## src/button_debounce_click_hold_unit_assert.svh

```systemverilog
// Assertion macros for the button debounce click/hold unit.
// Included by the top level; no other dependencies.
`ifndef BUTTON_DEBOUNCE_CLICK_HOLD_UNIT_ASSERT_SVH
`define BUTTON_DEBOUNCE_CLICK_HOLD_UNIT_ASSERT_SVH

// Same-cycle implication, disabled during reset.
`define BDCH_ASSERT_NOW(label, clk, rst, ante, cons, msg) \
   label: assert property (@(posedge clk) disable iff (rst) (ante) |-> (cons)) \
      else $error(msg);

// Next-cycle implication, disabled during reset.
`define BDCH_ASSERT_NEXT(label, clk, rst, ante, cons, msg) \
   label: assert property (@(posedge clk) disable iff (rst) (ante) |=> (cons)) \
      else $error(msg);

`endif

```

## src/bdch_pkg.sv

```systemverilog
// Package for the button debounce click/hold unit: widths, register map,
// reset values, config struct and the lane-to-merge result struct.
`default_nettype none

package bdch_pkg;

   localparam int PIN_WIDTH      = 16;
   localparam int CFG_WIDTH      = 16;
   localparam int BUTTON_COUNT   = 16;
   localparam int TIMER_BITS     = 16;
   localparam int CSR_ADDR_BITS  = 4;
   localparam int CSR_DATA_BITS  = 32;

   // register indexes, byte address is 4 * index
   localparam logic [1:0] REG_DEBOUNCE  = 2'd0;
   localparam logic [1:0] REG_CLICK_MAX = 2'd1;
   localparam logic [1:0] REG_HOLD      = 2'd2;

   localparam logic [CFG_WIDTH-1:0] DEBOUNCE_RESET  = 16'd20;
   localparam logic [CFG_WIDTH-1:0] CLICK_MAX_RESET = 16'd500;
   localparam logic [CFG_WIDTH-1:0] HOLD_RESET      = 16'd1000;

   typedef struct packed {
      logic [CFG_WIDTH-1:0] debounce_ms;
      logic [CFG_WIDTH-1:0] click_max_ms;
      logic [CFG_WIDTH-1:0] hold_ms;
   } cfg_type;

   typedef struct packed {
      logic pressed;
      logic click;
      logic hold;
   } lane_result_type;

endpackage

`default_nettype wire

```

## src/bdch_req_if.sv

```systemverilog
// Input channel of the button debounce click/hold unit.
// Depends on bdch_pkg for the pin word width.
`default_nettype none

interface bdch_req_if;
   logic                           valid;
   logic                           ready;
   logic [bdch_pkg::PIN_WIDTH-1:0] pin_levels;
   logic                           fresh;

   modport source (output valid, output pin_levels, output fresh, input ready);
   modport sink   (input valid, input pin_levels, input fresh, output ready);
endinterface

`default_nettype wire

```

## src/bdch_rsp_if.sv

```systemverilog
// Result channel of the button debounce click/hold unit.
// Depends on bdch_pkg for the mask width.
`default_nettype none

interface bdch_rsp_if;
   logic                           valid;
   logic                           ready;
   logic [bdch_pkg::PIN_WIDTH-1:0] pressed_mask;
   logic [bdch_pkg::PIN_WIDTH-1:0] click_pulses;
   logic [bdch_pkg::PIN_WIDTH-1:0] hold_pulses;

   modport source (output valid, output pressed_mask, output click_pulses,
                   output hold_pulses, input ready);
   modport sink   (input valid, input pressed_mask, input click_pulses,
                   input hold_pulses, output ready);
endinterface

`default_nettype wire

```

## src/button_debounce_click_hold_unit.sv

```systemverilog
// A result item is offered in the cycle after its tick item is accepted.
// Throughput: one item per cycle; every button lane updates in the same cycle,
// and the single output register stalls intake only while its item waits.
// Reset (synchronous, active high): all buttons released, timers and hold
// locks cleared, registers at 20 / 500 / 1000 ms, output register empty.
`default_nettype none

`include "button_debounce_click_hold_unit_assert.svh"

module button_debounce_click_hold_unit #(
   parameter int BUTTON_COUNT = bdch_pkg::BUTTON_COUNT,
   parameter int TIMER_BITS   = bdch_pkg::TIMER_BITS
) (
   input  wire logic                               clock,
   input  wire logic                               reset,
   bdch_req_if.sink                                req_ch,
   bdch_rsp_if.source                              rsp_ch,
   input  wire logic                               psel,
   input  wire logic                               penable,
   input  wire logic                               pwrite,
   input  wire logic [bdch_pkg::CSR_ADDR_BITS-1:0] paddr,
   input  wire logic [bdch_pkg::CSR_DATA_BITS-1:0] pwdata,
   output logic      [bdch_pkg::CSR_DATA_BITS-1:0] prdata,
   output logic                                    pready
);

   localparam int CW = bdch_pkg::CFG_WIDTH;

   bdch_pkg::cfg_type         cfg_ff, cfg_in;
   bdch_pkg::lane_result_type lanes [BUTTON_COUNT];
   logic                      step;
   logic                      slot_free;
   logic                      csr_write;
   logic [1:0]                csr_index;

   // configuration registers
   assign pready    = 1'b1;
   assign csr_index = paddr[3:2];
   assign csr_write = psel && penable && pwrite;

   always_comb begin
      cfg_in = cfg_ff;
      if (csr_write) begin
         case (csr_index)
            bdch_pkg::REG_DEBOUNCE:  cfg_in.debounce_ms  = pwdata[CW-1:0];
            bdch_pkg::REG_CLICK_MAX: cfg_in.click_max_ms = pwdata[CW-1:0];
            bdch_pkg::REG_HOLD:      cfg_in.hold_ms      = pwdata[CW-1:0];
            default: ;
         endcase
      end
   end

   always_comb begin
      case (csr_index)
         bdch_pkg::REG_DEBOUNCE:  prdata = bdch_pkg::CSR_DATA_BITS'(cfg_ff.debounce_ms);
         bdch_pkg::REG_CLICK_MAX: prdata = bdch_pkg::CSR_DATA_BITS'(cfg_ff.click_max_ms);
         bdch_pkg::REG_HOLD:      prdata = bdch_pkg::CSR_DATA_BITS'(cfg_ff.hold_ms);
         default:                 prdata = '0;
      endcase
   end

   always_ff @(posedge clock) begin
      if (reset) begin
         cfg_ff.debounce_ms  <= bdch_pkg::DEBOUNCE_RESET;
         cfg_ff.click_max_ms <= bdch_pkg::CLICK_MAX_RESET;
         cfg_ff.hold_ms      <= bdch_pkg::HOLD_RESET;
      end else begin
         cfg_ff <= cfg_in;
      end
   end

   // item intake
   assign req_ch.ready = slot_free;
   assign step         = req_ch.valid && slot_free;

   for (genvar g = 0; g < BUTTON_COUNT; g++) begin : g_lane
      bdch_lane #(
         .TIMER_BITS (TIMER_BITS)
      ) u_lane (
         .clock     (clock),
         .reset     (reset),
         .step      (step),
         .pin_level (req_ch.pin_levels[g]),
         .fresh     (req_ch.fresh),
         .cfg       (cfg_ff),
         .result    (lanes[g])
      );
   end

   bdch_merge #(
      .BUTTON_COUNT (BUTTON_COUNT)
   ) u_merge (
      .clock     (clock),
      .reset     (reset),
      .step      (step),
      .lanes     (lanes),
      .slot_free (slot_free),
      .rsp_ch    (rsp_ch)
   );

   `BDCH_ASSERT_NEXT(a_accept_gives_result, clock, reset,
      req_ch.valid && req_ch.ready, rsp_ch.valid, "accepted item produced no result")
   `BDCH_ASSERT_NOW(a_stall_blocks_intake, clock, reset,
      rsp_ch.valid && !rsp_ch.ready, !req_ch.ready, "intake open while result stalled")
   `BDCH_ASSERT_NOW(a_click_is_release, clock, reset,
      rsp_ch.valid, (rsp_ch.click_pulses & rsp_ch.pressed_mask) == '0,
      "click pulse on a button still pressed")
   `BDCH_ASSERT_NOW(a_hold_is_pressed, clock, reset,
      rsp_ch.valid, (rsp_ch.hold_pulses & ~rsp_ch.pressed_mask) == '0,
      "hold pulse on a released button")

endmodule

`default_nettype wire

```

## src/bdch_lane.sv

```systemverilog
// One button lane: debounced state, saturating elapsed timer and hold lock.
// Depends on bdch_pkg for the config and result structs.
`default_nettype none

module bdch_lane #(
   parameter int TIMER_BITS = bdch_pkg::TIMER_BITS
) (
   input  wire logic                       clock,
   input  wire logic                       reset,
   input  wire logic                       step,
   input  wire logic                       pin_level,
   input  wire logic                       fresh,
   input  wire bdch_pkg::cfg_type          cfg,
   output bdch_pkg::lane_result_type       result
);

   localparam int CMP_BITS = (TIMER_BITS > bdch_pkg::CFG_WIDTH) ?
                             TIMER_BITS : bdch_pkg::CFG_WIDTH;
   localparam logic [TIMER_BITS-1:0] TIMER_MAX = {TIMER_BITS{1'b1}};

   logic                  pressed_ff, pressed_in;
   logic                  locked_ff,  locked_in;
   logic [TIMER_BITS-1:0] elapsed_ff, elapsed_in;

   logic [TIMER_BITS-1:0] elapsed_inc;
   logic [CMP_BITS-1:0]   inc_wide;
   logic                  now_down;
   logic                  change;
   logic                  click;
   logic                  hold;

   always_comb begin
      elapsed_inc = (elapsed_ff == TIMER_MAX) ? elapsed_ff
                                              : elapsed_ff + TIMER_BITS'(1);
      inc_wide    = CMP_BITS'(elapsed_inc);
      now_down    = ~pin_level;
      change      = fresh && (now_down != pressed_ff) &&
                    (inc_wide > CMP_BITS'(cfg.debounce_ms));

      pressed_in = pressed_ff;
      locked_in  = locked_ff;
      elapsed_in = elapsed_inc;
      click      = 1'b0;
      if (change) begin
         pressed_in = now_down;
         elapsed_in = '0;
         if (!now_down) begin
            locked_in = 1'b0;
            click     = inc_wide < CMP_BITS'(cfg.click_max_ms);
         end
      end

      // hold check runs on the updated state
      hold = pressed_in && !locked_in &&
             (CMP_BITS'(elapsed_in) > CMP_BITS'(cfg.hold_ms));
      if (hold) begin
         locked_in = 1'b1;
      end

      result.pressed = pressed_in;
      result.click   = click;
      result.hold    = hold;
   end

   always_ff @(posedge clock) begin
      if (reset) begin
         pressed_ff <= 1'b0;
         locked_ff  <= 1'b0;
         elapsed_ff <= '0;
      end else if (step) begin
         pressed_ff <= pressed_in;
         locked_ff  <= locked_in;
         elapsed_ff <= elapsed_in;
      end
   end

endmodule

`default_nettype wire

```

## src/bdch_merge.sv

```systemverilog
// Merge stage: packs the lane results into masks and holds them in the
// output register. Depends on bdch_pkg and bdch_rsp_if.
`default_nettype none

module bdch_merge #(
   parameter int BUTTON_COUNT = bdch_pkg::BUTTON_COUNT
) (
   input  wire logic                      clock,
   input  wire logic                      reset,
   input  wire logic                      step,
   input  wire bdch_pkg::lane_result_type lanes [BUTTON_COUNT],
   output logic                           slot_free,
   bdch_rsp_if.source                     rsp_ch
);

   localparam int W = bdch_pkg::PIN_WIDTH;

   logic         valid_ff, valid_in;
   logic [W-1:0] pressed_ff, pressed_in;
   logic [W-1:0] click_ff,   click_in;
   logic [W-1:0] hold_ff,    hold_in;

   always_comb begin
      pressed_in = '0;
      click_in   = '0;
      hold_in    = '0;
      for (int i = 0; i < BUTTON_COUNT; i++) begin
         pressed_in[i] = lanes[i].pressed;
         click_in[i]   = lanes[i].click;
         hold_in[i]    = lanes[i].hold;
      end
      valid_in  = step || (valid_ff && !rsp_ch.ready);
      slot_free = !valid_ff || rsp_ch.ready;
   end

   always_ff @(posedge clock) begin
      if (reset) begin
         valid_ff <= 1'b0;
      end else begin
         valid_ff <= valid_in;
      end
   end

   always_ff @(posedge clock) begin
      if (step) begin
         pressed_ff <= pressed_in;
         click_ff   <= click_in;
         hold_ff    <= hold_in;
      end
   end

   assign rsp_ch.valid        = valid_ff;
   assign rsp_ch.pressed_mask = pressed_ff;
   assign rsp_ch.click_pulses = click_ff;
   assign rsp_ch.hold_pulses  = hold_ff;

endmodule

`default_nettype wire
```

## src/flat_wrapper.sv

```systemverilog
// flat-port wrapper written by rule: the top's interface ports become plain ports
module button_debounce_click_hold_unit_flat 
#(
   parameter int BUTTON_COUNT = bdch_pkg::BUTTON_COUNT,
   parameter int TIMER_BITS   = bdch_pkg::TIMER_BITS
)
  (clock, reset, psel, penable, pwrite, paddr, pwdata, prdata, pready, req_ch_valid, req_ch_pin_levels, req_ch_fresh, req_ch_ready, rsp_ch_valid, rsp_ch_pressed_mask, rsp_ch_click_pulses, rsp_ch_hold_pulses, rsp_ch_ready);
  bdch_req_if req_ch_i ();
  bdch_rsp_if rsp_ch_i ();
  input  wire logic clock;
  input  wire logic reset;
  input  wire logic psel;
  input  wire logic penable;
  input  wire logic pwrite;
  input  wire logic [bdch_pkg::CSR_ADDR_BITS-1:0] paddr;
  input  wire logic [bdch_pkg::CSR_DATA_BITS-1:0] pwdata;
  output logic      [bdch_pkg::CSR_DATA_BITS-1:0] prdata;
  output logic pready;
  input wire logic [$bits(req_ch_i.valid)-1:0] req_ch_valid;
  input wire logic [$bits(req_ch_i.pin_levels)-1:0] req_ch_pin_levels;
  input wire logic [$bits(req_ch_i.fresh)-1:0] req_ch_fresh;
  output wire logic [$bits(req_ch_i.ready)-1:0] req_ch_ready;
  output wire logic [$bits(rsp_ch_i.valid)-1:0] rsp_ch_valid;
  output wire logic [$bits(rsp_ch_i.pressed_mask)-1:0] rsp_ch_pressed_mask;
  output wire logic [$bits(rsp_ch_i.click_pulses)-1:0] rsp_ch_click_pulses;
  output wire logic [$bits(rsp_ch_i.hold_pulses)-1:0] rsp_ch_hold_pulses;
  input wire logic [$bits(rsp_ch_i.ready)-1:0] rsp_ch_ready;
  assign req_ch_i.valid = req_ch_valid;
  assign req_ch_i.pin_levels = req_ch_pin_levels;
  assign req_ch_i.fresh = req_ch_fresh;
  assign req_ch_ready = req_ch_i.ready;
  assign rsp_ch_valid = rsp_ch_i.valid;
  assign rsp_ch_pressed_mask = rsp_ch_i.pressed_mask;
  assign rsp_ch_click_pulses = rsp_ch_i.click_pulses;
  assign rsp_ch_hold_pulses = rsp_ch_i.hold_pulses;
  assign rsp_ch_i.ready = rsp_ch_ready;
  button_debounce_click_hold_unit #(.BUTTON_COUNT(BUTTON_COUNT), .TIMER_BITS(TIMER_BITS)) u_core (.clock(clock), .reset(reset), .req_ch(req_ch_i), .rsp_ch(rsp_ch_i), .psel(psel), .penable(penable), .pwrite(pwrite), .paddr(paddr), .pwdata(pwdata), .prdata(prdata), .pready(pready));
endmodule
```

## config.mk

```make
export PLATFORM = sky130hd
export DESIGN_NAME = button_debounce_click_hold_unit_flat
export DESIGN_NICKNAME = d
export VERILOG_FILES = /design/src/bdch_pkg.sv /design/src/bdch_req_if.sv /design/src/bdch_rsp_if.sv /design/src/button_debounce_click_hold_unit.sv /design/src/bdch_lane.sv /design/src/bdch_merge.sv /design/src/flat_wrapper.sv
export VERILOG_INCLUDE_DIRS = /design/src /design/src/src
export SDC_FILE = /design/constraint.sdc
export NUM_CORES = 2
export LEC_CHECK = 0
export BUFFER_PORTS_ARGS = -buffer_cell sky130_fd_sc_hd__buf_2
export CORE_ASPECT_RATIO = 0.75
export CORE_UTILIZATION = 50
export CTS_CLUSTER_DIAMETER = 200
export DETAILED_ROUTE_END_ITERATION = 10
export GPL_TIMING_DRIVEN = 0
export PLACE_DENSITY = 0.65
export SLEW_MARGIN = 40
export SYNTH_ARGS = -nofsm -noshare
export SYNTH_HDL_FRONTEND = slang
export SYNTH_HIERARCHICAL = 1
export SYNTH_SLANG_ARGS = --single-unit
```

## constraint.sdc

```tcl
create_clock -name clock -period 6.75 [get_ports clock]
set_clock_uncertainty 0.15 [all_clocks]
set_input_delay 0.3375 -clock clock [delete_from_list [all_inputs] [get_ports clock]]
set_output_delay 0.3375 -clock clock [all_outputs]
set_load 0.02 [all_outputs]
```

==> impl_metrics.env <==
export IMPL_yosysWarnings=6
export IMPL_layoutNonFillerInstCount=7397
export IMPL_setup_violations=0
export IMPL_grt_start_max_net_pins=45
export IMPL_maxSlewViolCount=0
export IMPL_cp_arrival_ns=6.80
export IMPL_ys_top_cells_by_count="inv_1 (839), ha_1 (768), a21oi_1 (411)"
export IMPL_synthArstFlopShare_pct=0
export IMPL_max_clock_freq_mhz=155
export IMPL_netlist_instances=5894
export IMPL_ys_seq_elements=385
export IMPL_vias=44800
export IMPL_p_leak_nw=25.2
export IMPL_hold_viol=0
export IMPL_multi_input_area_sq_um=33500
export IMPL_start_kind="register"
export IMPL_cp_required_ns=7.12
export IMPL_fill_cells=8751
export IMPL_die_area_sq_um=93600
export IMPL_criticalPathCategory="register to register"
export IMPL_drc=0
export IMPL_dr_pass1_iters=6
export IMPL_crit_path_end_kind="register"
export IMPL_status="complete, no violations"
export IMPL_core_area_sq_um=91500
export IMPL_hold_end="u_core/g_lane[6].u_lane/pressed_ff"
export IMPL_syn_to_final_growth_pct=10.9
export IMPL_finalCritPeriodShare_pct=95.3
export IMPL_synth_most_common_cell="inv_1"
export IMPL_crit_chain="ha_1 > nand2_1 > or4_4 > or2_1 > buf_6 > a31oi_4 > ha_1 > nand4_1 > nor4_1 > o21ai_0 > a31oi_1 > clkbuf_1 > nor2b_1 > ha_1 > nand4_1 > nor4_1 > o21ai_0 > nand3_1 > nand2_1 > nor4_1 > buf_4"
export IMPL_ant_nets=0
export IMPL_grt_pass1_vias=40500
export IMPL_grtUsageTotal_pct=32.9
export IMPL_fin_crit_ns=6.43
export IMPL_initial_core_util_pct=50.5
export IMPL_max_stage_delay_ns=0.66
export IMPL_vias_per_cell=6.05
export IMPL_antenna_found_initial=4
export IMPL_crit_fanout=10
export IMPL_place_congestion=0.955
export IMPL_reg2reg_from="u_core/g_lane[3].u_lane/elapsed_ff[0]"
export IMPL_netlist_area_sq_um=46200
export IMPL_r2r_slack_ns=0.32
export IMPL_min_from="req_ch_pin_levels[6]"
export IMPL_max_slew_margin_rel_pct=40.2
export IMPL_clkSlewWorstSetupHoldPaths_ns=0.06
export IMPL_drive_above_1_share_pct=11.4
export IMPL_finalWorstSetupSlack_ns=0.319
export IMPL_cts_root_buf="clkbuf_16"
export IMPL_pwr_density_cell_nw_per_um2=117
export IMPL_seq_area_sq_um=8320
export IMPL_reg2reg_to="u_core/u_merge/rsp_ch.hold_pulses[3]"
export IMPL_fp_row_count=96
export IMPL_grt_setup_unrepaired="no"
export IMPL_clock_latency_ns=0.66
export IMPL_netlist_area_leader_share_pct=20.8
export IMPL_synthFlopType="dfxtp_1"
export IMPL_drt_iter0_drc=4421
export IMPL_grt_pass1_wl_microns=241000
export IMPL_drt_wl_total_microns=159000
export IMPL_port_buffers=107
export IMPL_grt_overflow_total=0
export IMPL_vdd_ir_drop_worst_v=0.000183
export IMPL_dpl_hpwl_microns=113000
export IMPL_synth_distinct_cells=86
export IMPL_ys_seq_area_share_pct=17.7
export IMPL_cts_inserted_buffers=46
export IMPL_reg2reg_depth=21
export IMPL_dp_cells=7272
export IMPL_pre_cts_ws_ns=0.464
export IMPL_synth_edf_count=48
export IMPL_wire_per_inst_microns=21.6
export IMPL_ioPinCount=143
export IMPL_clock_sinks=385
export IMPL_cap_violations=0
export IMPL_avgSynthCellArea_sq_um=7.84
export IMPL_synth_area_leader_cell="ha_1"
export IMPL_htree_levels=2
export IMPL_hold_path_depth=3
export IMPL_cts_tree="yes"
export IMPL_hold_class="input pin to register"
export IMPL_slowest_stage="a31oi_1"
export IMPL_fin_nets=6958
export IMPL_worstMarginPinSlew_ns=0.896
export IMPL_die_w_microns=353
export IMPL_ctsLongestPathBuffers=3
export IMPL_fp_dieH_microns=265
export IMPL_ys_top_cells_by_area="ha_1 (21%), dfxtp_1 (15%), inv_1 (6.8%)"
==> critical path: cells and delay by family, from the launching register on <==
kind / cells / cell delay [ns]
buffers and inverters: 3 / 0.84
DFF: 1 / 0.56
adders and majority gates: 3 / 0.78
and+or+nand+nor: 11 / 2.69
AOI/OAI and AO/OA: 4 / 1.29
==> how the worst max path moves through the flow <==
stage	start	end	slack (ns)	cells past startpoint
2_1_floorplan	u_core/g_lane[0].u_lane/elapsed_ff[0]	u_core/u_merge/rsp_ch.hold_pulses[0]	1.86	21
3_3_place_gp	rsp_ch_ready	u_core/g_lane[9].u_lane/elapsed_ff[11]	-1.01	6
3_5_place_dp	u_core/g_lane[13].u_lane/elapsed_ff[0]	u_core/u_merge/rsp_ch.hold_pulses[13]	0.46	20
4_1_cts	u_core/g_lane[13].u_lane/elapsed_ff[0]	u_core/u_merge/rsp_ch.hold_pulses[13]	0.44	20
5_1_grt	u_core/g_lane[10].u_lane/elapsed_ff[0]	u_core/u_merge/rsp_ch.hold_pulses[10]	0.004	21
6_report	u_core/g_lane[3].u_lane/elapsed_ff[0]	u_core/u_merge/rsp_ch.hold_pulses[3]	0.32	21
==> logic make-up (layout without fill, tap and decap cells) <==
logic type                 Yosys count  count (layout)  synth area share [%]
and+or+nand+nor                   2125            2125                  27.4
AOI/OAI and AO/OA                 1197            1197                  17.5
buffers and inverters             1119            1378                  10.0
adders and majority gates          768             768                  20.8
DFF                                385             385                  17.7
xor gates and xnor gates           184             184                  3.99
muxes                              114             114                  2.54
other                                2              21                0.0163
==> cell usage in the layout, fill, tap and decap left out, types with 27 or more instances in the layout <==
master	Yosys	layout
nor2b_1	181	181
a21oi_1	411	411
nor2_1	243	243
a211oi_1	38	38
nor4bb_1	28	28
a2111oi_0	33	33
o21ai_0	187	187
dfxtp_1	337	289
a31oi_1	34	30
xnor2_1	96	96
a221oi_1	32	32
o21bai_1	34	34
dlygate4sd3_1	0	35
buf_4	81	81
mux2i_1	88	88
nand4_1	113	113
ha_1	768	768
nand2b_1	203	203
a21o_1	142	142
nor3_1	145	145
o2111ai_1	32	32
clkbuf_16	0	47
a31o_2	40	40
dfxtp_4	0	28
clkbuf_1	137	141
edfxtp_1	48	48
or2_2	27	27
o31ai_1	28	28
and3_1	59	59
xor2_1	72	72
buf_2	46	152
nor3b_1	68	68
nand2_1	389	389
nand4_2	27	27
nor4_1	124	124
inv_1	839	839
nand3_1	139	139
and2_1	44	43
nand3b_1	90	90
==> final cells by class <==
class	count	share of cell area (%)
inverters	839	6.15
multi-input cells	4405	65.4
clock inverters	30	0.706
well taps	1225	2.99
diodes	4	0.0195
clock buffers	56	2.46
flip-flops and latches	385	16.2
repair buffers	173	3.19
plain buffers	280	2.88
==> per-layer routing <==
| metal | GRT usage (%) | part of all wire, % | up-vias |
|---|---|---|---|
| met3 | 5.98 | 9.5 | 340 |
| met4 | 11.9 | 3.7 | 0 |
| met2 | 48.8 | 41 | 1893 |
| met5 | 0 | 0 | - |
| li1 | - | - | 21500 |
| met1 | 47.2 | 46 | 21100 |
==> stage by stage <==
step	utilization (%)	TNS (ns)	power [mW]	hold slack, ns	area (sq um)
CTS	55.9	0	6.02	0.00110	51200
finish	56.0	0	5.98	0.0215	51200
global route	55.9	0	6.21	0.0471	51200
detailed placement	53.8	0	3.23	0.310	49200
floorplan	-	0	2.97	0.250	46300
global placement	52.8	-123.71	3.22	0.309	48300
==> repair_timing <==
action / in CTS / in global routing
resized for setup: 0 / 2
hold endpoints to repair: 68 / 0
hold buffers: 35 / 0
endpoints found under the setup margin: 0 / 3
setup buffers: 0 / 0
==> report_power, final <==
group	internal, mW	switching, mW
sequential	2.34	0.0814
combinational	0.291	0.503
clock	1.58	1.19
==> sequential cells by signal, summed over array words and instances (netlist names) <==
signal / flops
u_core/g_lane.u_lane/elapsed_ff: 256
u_core/cfg_ff: 48
u_core/g_lane.u_lane/locked_ff: 16
u_core/g_lane.u_lane/pressed_ff: 16
u_core/u_merge/rsp_ch.click_pulses: 16
u_core/u_merge/rsp_ch.hold_pulses: 16
u_core/u_merge/rsp_ch.pressed_mask: 16
u_core/u_merge/rsp_ch.valid: 1
Note: power is estimated with default switching activity, not from simulation.
